<file path="config.mk">
export PLATFORM = sky130hd
export DESIGN_NAME = gbe_isqrt
export DESIGN_NICKNAME = d
export VERILOG_FILES = /design/src/sv/gbe_pkg.sv /design/src/sv/gbe_isqrt.sv
export SDC_FILE = /design/constraint.sdc
export NUM_CORES = 2
export LEC_CHECK = 0
export ABC_CLOCK_PERIOD_IN_PS = 8290
export BUFFER_PORTS_ARGS = -buffer_cell sky130_fd_sc_hd__buf_2
export CORE_MARGIN = 2
export CORE_UTILIZATION = 55
export DETAILED_ROUTE_END_ITERATION = 7
export HOLD_SLACK_MARGIN = 0.08
export PLACE_DENSITY = 0.71
export SETUP_SLACK_MARGIN = 0.2
export SLEW_MARGIN = 15
export SYNTH_ARGS = -nofsm -noshare
export SYNTH_HDL_FRONTEND = slang
export SYNTH_MEMORY_MAX_BITS = 65536
export SYNTH_SLANG_ARGS = --single-unit
</file>
<file path="constraint.sdc">
create_clock -name clk -period 8.29 [get_ports clk]
set_input_delay 0 -clock clk [delete_from_list [all_inputs] [get_ports clk]]
set_output_delay 0 -clock clk [all_outputs]
set_load 0.005 [all_outputs]
</file>
<file path="src/sv/gbe_pkg.sv">
// Package: widths, types and saturating helpers for the gravity Euler step.
`default_nettype none
package gbe_pkg;

  localparam int W = 32;          // word width
  localparam int F = 16;          // fraction bits
  localparam int SQ_STAGES  = W;  // one root bit per stage
  localparam int DIV_STAGES = W;  // one quotient bit per stage
  localparam int LATENCY = 4 + SQ_STAGES + 2 + DIV_STAGES + 5;

  localparam logic CFG_GRAV = 1'b0;
  localparam logic CFG_STEP = 1'b1;

  localparam logic [W-1:0] GRAV_RST = W'(437388);
  localparam logic [W-1:0] STEP_RST = W'(6554);

  typedef logic signed [W-1:0] word_t;
  typedef logic [W-1:0]        umag_t;
  typedef logic [W-2:0]        ureg_t;
  typedef logic [2*W-3:0]      gm_t;
  typedef logic [2*W-1:0]      dbl_t;

  typedef struct packed {
    logic  degen;
    word_t px;
    word_t py;
    word_t vx;
    word_t vy;
    logic  dxn;
    logic  dyn;
    umag_t adx;
    umag_t ady;
    gm_t   gm;
  } side_t;

  typedef struct packed {
    side_t       sd;
    umag_t       r;
    dbl_t        rr;
    logic        cap;
    dbl_t        arem;
    umag_t       anum;
    umag_t       aq;
    umag_t       xrem;
    umag_t       yrem;
    logic [F:0]  xnum;
    logic [F:0]  ynum;
    logic [F:0]  xq;
    logic [F:0]  yq;
  } div_t;

  function automatic umag_t mag(input word_t v);
    umag_t u;
    u = umag_t'(v);
    return v[W-1] ? (~u + umag_t'(1)) : u;
  endfunction

  // signed result of magnitude m (m <= 2^W) with sign neg, saturated
  function automatic word_t sat_sgn(input logic neg, input logic [W:0] m);
    logic [W:0] lim;
    word_t      r;
    lim = (W+1)'(1) << (W-1);
    if (!neg) begin
      r = (m >= lim) ? word_t'({1'b0, {(W-1){1'b1}}}) : word_t'(m[W-1:0]);
    end else begin
      r = (m > lim) ? word_t'({1'b1, {(W-1){1'b0}}}) : word_t'(~m[W-1:0] + umag_t'(1));
    end
    return r;
  endfunction

  function automatic word_t sat_add(input word_t a, input word_t b);
    logic [W:0] s;
    word_t      r;
    s = {a[W-1], a} + {b[W-1], b};
    if (s[W] != s[W-1]) begin
      r = s[W] ? word_t'({1'b1, {(W-1){1'b0}}}) : word_t'({1'b0, {(W-1){1'b1}}});
    end else begin
      r = word_t'(s[W-1:0]);
    end
    return r;
  endfunction

  function automatic word_t sat_sub(input word_t a, input word_t b);
    logic [W:0] s;
    word_t      r;
    s = {a[W-1], a} - {b[W-1], b};
    if (s[W] != s[W-1]) begin
      r = s[W] ? word_t'({1'b1, {(W-1){1'b0}}}) : word_t'({1'b0, {(W-1){1'b1}}});
    end else begin
      r = word_t'(s[W-1:0]);
    end
    return r;
  endfunction

  // scale product by 2^-F, cap magnitude at 2^W, apply sign
  function automatic word_t mulq_fin(input logic neg, input logic [2*W-2:0] prod);
    logic [2*W-2:0] sh;
    logic [W:0]     m;
    sh = prod >> F;
    m  = (sh > ((2*W-1)'(1) << W)) ? ((W+1)'(1) << W) : sh[W:0];
    return sat_sgn(neg, m);
  endfunction

endpackage
`default_nettype wire

</file>
<file path="src/sv/gbe_isqrt.sv">
// Pipelined integer square root, one root bit per stage.
`default_nettype none
module gbe_isqrt (
  input  wire logic                   clk,
  input  wire logic [2*gbe_pkg::W-1:0] rad_i,
  output logic      [gbe_pkg::W-1:0]   root_o
);
  import gbe_pkg::*;

  logic [W:0]     rem_r  [SQ_STAGES];
  logic [W-1:0]   root_r [SQ_STAGES];
  logic [2*W-1:0] rad_r  [SQ_STAGES];

  for (genvar k = 0; k < SQ_STAGES; k++) begin : g_st
    logic [W:0]     rem_p;
    logic [W-1:0]   root_p;
    logic [2*W-1:0] rad_p;
    logic [W+1:0]   rem2;
    logic [W+1:0]   trial;
    logic           ge;
    if (k == 0) begin : g_first
      assign rem_p  = '0;
      assign root_p = '0;
      assign rad_p  = rad_i;
    end else begin : g_next
      assign rem_p  = rem_r[k-1];
      assign root_p = root_r[k-1];
      assign rad_p  = rad_r[k-1];
    end
    assign rem2  = {rem_p[W-1:0], rad_p[2*W-1:2*W-2]};
    assign trial = {root_p, 2'b01};
    assign ge    = rem2 >= trial;
    always_ff @(posedge clk) begin
      rem_r[k]  <= ge ? (W+1)'(rem2 - trial) : rem2[W:0];
      root_r[k] <= {root_p[W-2:0], ge};
      rad_r[k]  <= rad_p << 2;
    end
  end

  assign root_o = root_r[SQ_STAGES-1];

endmodule
`default_nettype wire

</file>
Word-level counts from Yosys, hierarchy flattened
Memories as Yosys holds them, arrays and structs flattened.
Index checks and enable logic that the tools add are counted.

storage, ports and cells
  memory bits (writable) = 4064
  latch bits = 0
  memories kept = 3
  bits in registers = 0
  logic and storage cells = 99
  output and inout port bits = 32
  bits in read-only memories = 0

cells by class
  divide/modulo/power cells = 0
  $add $sub $neg = 32
  shifts and indexed selects = 0
  reductions and logical operators = 0
  bitwise gates (word level) = 0
  multiply operators = 0
  equal/unequal tests = 0
  multiplexer cells = 32
  order comparisons = 32

memories
  name    words  width  read ports  clocked after Yosys merged registers in  wr ports  RTL line         text
  rad_r   32     62     31          0                                        32        gbe_isqrt.sv:12  logic [2*W-1:0] rad_r [SQ_STAGES];
  rem_r   32     33     31          0                                        32        gbe_isqrt.sv:10  logic [W:0] rem_r [SQ_STAGES];
  root_r  32     32     32          0                                        32        gbe_isqrt.sv:11  logic [W-1:0] root_r [SQ_STAGES];

operators with widths
  kind                                                 count
  two-way mux 33 bit                                   32
  >= comparator 34 bit                                 31
  subtractor 33 bit                                    31
  subtractor 2 x 1 -> 3 bit, second input constant     1
  >= comparator 2 x 1 -> 1 bit, second input constant  1

Logic depth before layout (Yosys ltp)
An unclocked memory read counts as a cell.

  depth in word-level cells = 3
  mapped depth = 15

Worst setup path after synthesis
OpenSTA, ideal clock, no wires.

  kind = register to register
  from = memory root_r[28][8]
  to = memory rem_r[29][30] in the netlist's numbering
  required time = 8169 ps
  buffers on the path = 3
  cell stages (with the launch flop) = 15
  arrival = 3247 ps
  period minus slack after synthesis = 3368 ps
  path slack = 4922 ps
  library setup time = 121 ps
  path through = dfxtp_1 > inv_1 > ha_1 > buf_2 > and4_1 > nand4_1 > a211oi_1 > nand2b_1 > a31oi_1 > o41a_1 > o21ai_0 > a211o_1 > clkbuf_1 > clkbuf_1 > mux2_2

RTL lines
  element          RTL line
  start, declared  gbe_isqrt.sv:11
  end, declared    gbe_isqrt.sv:10

==> impl_metrics.csv <==
group,metric,value,unit
cts,cts_resized,0,
grt,grt_pass1_vias,59600,
cts,cts_root_buf,"clkbuf_16",
detailed_routing,firstDrtPassIters,7,
cts,cts_tree,"yes",
detailed_routing,wl_per_cell,16.6,um
cts,clk_latency,0.88,ns
synth,synth-edff-count,0,
critical_path,worst_path_max_delay_cell,"clkinv_1",
placement,portBuffers,96,
timing,worst_clock_skew,0.0841,ns
timing,fin_crit,4.87,ns
die,fp.dieW,407,um
synth,ys.flop_type,"dfxtp_1",
timing,tightest_slew,1.13,ns
pwr,ir_worst_vdd,0.000266,V
synth,synth_warnings,0,
critical_path,path_cells,"inv_1 -> ha_1 -> nor2b_1 -> o21ai_0 -> a21boi_0 -> o21ai_0 -> a21oi_1 -> a211oi_1 -> and3_1 -> clkinv_1 -> and3_1 -> nor3_1",
layout,post-route-util,63.4,%
synth,synth_seq_cells,2465,
cts,clk_path_buf_depth,3,
die,ios,97,
cts,clk_pin_slew_worst_paths,0.06,ns
die,die-area,0.166,sq mm
critical_path,cp_num_buf_inv,2,
synth,async_flop_share,0,%
job,max-cap-violations,0,
detailed_routing,vias_per_cell,5.29,
synth,yosysTopAreaCell,"dfxtp_1",
die,die_h,407,um
placement,dp_hpwl,139000,um
die,coreArea,0.161,sq mm
detailed_routing,wl,189000,um
cts,ctsHtreeMaxLevel,4,
timing,tns,0,ns
layout,n_fill_cell,12800,
synth,synth.most_common_cell,"dfxtp_1",
detailed_routing,first_iter_violations,3804,
synth,syn_area_per_cell,10.2,sq um
placement,dpl_cell_area,0.0921,sq mm
timing,period_share,58.7,%
detailed_routing,drcViolationCount,0,
synth,synth_area,0.0894,sq mm
die,start_util,55.6,%
layout,diodes,0,
synth,synth.distinct_cells,86,
synth,yosysTopAreaCellShare,55.2,%
grt,grt_max_degree,60,
critical_path,cp.arrival,5.61,ns
cts,cts_buffers,230,
timing,setup_violations,0,
critical_path,criticalPathCategory,"reg -> reg",
synth,ys_top_cells_by_area,"dfxtp_1 55%, ha_1 7.8%, xor2_1 3.9%",
synth,yosysSeqAreaShare,55.2,%
detailed_routing,num_vias,60400,
timing,maxSlewViolCount,0,
timing,rsz0062_at_grt,"no",
cts,cts_setup_buffers,0,
critical_path,cp-end-kind,"flop",
grt,track_usage,22.4,%
layout,area_delta_synth_final,14.2,%
placement,gp_congestion,0.925,
layout,fin_nets,9690,
grt,grt_pass1_wl,305000,um
timing,fmax,205,MHz
layout,final_cell_area,0.102,sq mm
critical_path,cp_top_family,"simple AND/OR/NAND/NOR gates",
layout,layout-drive-gt1-share,7.36,%
cts,clkSinkCount,2465,
synth,synth_fp_nets,9385,
critical_path,start_kind,"flop",
critical_path,slowest_delay,1.02,ns
grt,antenna_found_initial,0,
synth,synth.top_cells.by_count,"2465 x dfxtp_1, 700 x inv_1, 584 x a21oi_1, 561 x ha_1, 550 x nor2_1",
die,row_count,147,
run_status,outcome,"finished clean",
timing,slew_headroom,24.1,%
pwr,finalPower,0.0324,W
pwr,p_per_area,317,mW/mm^2
critical_path,crit_path_max_fanout,27,
pwr,p_leak,48.2,nW
timing,finalHoldViolCount,0,
min_path,holdCritPathClass,"reg -> reg",
detailed_routing,ant_nets,0,
critical_path,cp.required,9.03,ns
synth,synthCells,8759,
grt,overflow,0,
cts,cts_hold_buf,129,
-- final cells by class --
type                       instances  area (sq um)  share of cell area [%]
clock inverter                   131          2130                    2.09
multi-input combinational       5419         36800                    36.1
inverter                         704          2640                    2.59
clock buffer                     302          6500                    6.36
sequential                      2465         49300                    48.3
tap                             2160          2700                    2.65
timing repair buffer             244          1930                    1.89
-- sequential cells by signal (all words and copies together) (netlist names) --
name,cells
rad_r,992
rem_r,945
root_r,528
-- worst paths after layout --
kind	from	to	slack, ns	depth (start not counted)
setup reg to reg	root_r[19][0]	rem_r[20][18]	3.42	12
hold reg to reg	rad_r[0][551]	rad_r[0][615]	0.25	0
hold / removal	rad_r[0][551]	rad_r[0][615]	0.25	0
setup / recovery	root_r[19][0]	rem_r[20][18]	3.42	12
-- logic make-up (layout without fill, tap and decap cells) --
| kind of cell | Yosys count | after routing | synth area share, % |
|---|---|---|---|
| xor gates and xnor gates | 787 | 787 | 7.71 |
| other | 1 | 1 | 0.00419 |
| adders and majority gates | 561 | 561 | 7.85 |
| AOI/OAI and AO/OA | 1748 | 1748 | 12.1 |
| DFF | 2465 | 2465 | 55.2 |
| muxes | 100 | 100 | 1.24 |
| buffers and inverters | 875 | 1381 | 3.69 |
| and+or+nand+nor | 2222 | 2222 | 12.2 |
-- stage by stage --
step / hold slack [ns] / std cells / setup slack, ns
after floorplan: 0.0277 / 8759 / 4.92
after global routing: 0.242 / 11400 / 2.63
after CTS: 0.207 / 11400 / 3.39
after detailed placement: 0.104 / 10900 / 3.42
after global placement: 0.103 / 10900 / 3.45
final: 0.248 / 11400 / 3.42
-- cells in the final DEF (no fill, tap or decap), types with 158 or more instances in the layout --
cell          n
a21o_1      223
a21oi_1     583
clkbuf_16   230
dfxtp_1    2465
ha_1        561
inv_1       700
nand2_1     544
nand3_1     158
nor2_1      547
nor3_1      224
o21ai_0     431
xnor2_1     390
xor2_1      397
-- report_power, final --
group	leakage [nW]	total (W)	switching [W]	internal, W
registers	20.6	0.0154	0.00151	0.0139
logic	23.4	0.00551	0.00304	0.00247
clock network	4.14	0.0115	0.00466	0.00683
total	48.2	0.0324	0.00921	0.0232
-- worst reg2reg max path, cell delays in order (launching register included) --
cell and delay (ns):
dfxtp_1 0.34, inv_1 0.05, ha_1 0.31, nor2b_1 0.15, o21ai_0 0.21, a21boi_0 0.15
o21ai_0 0.24, a21oi_1 0.25, a211oi_1 0.51, and3_1 0.86, clkinv_1 1.02, and3_1 0.50
nor3_1 0.16
-- per-layer routing --
metal / vias up / track usage (%) / part of all wire (%)
li1: 30500 / - / -
met1: 28200 / 26.9 / 42
met2: 1311 / 40.9 / 51
met3: 387 / 3.16 / 4.4
met4: 0 / 7.56 / 3.1
met5: - / 0 / 0
(Power assumes the default switching activity.)
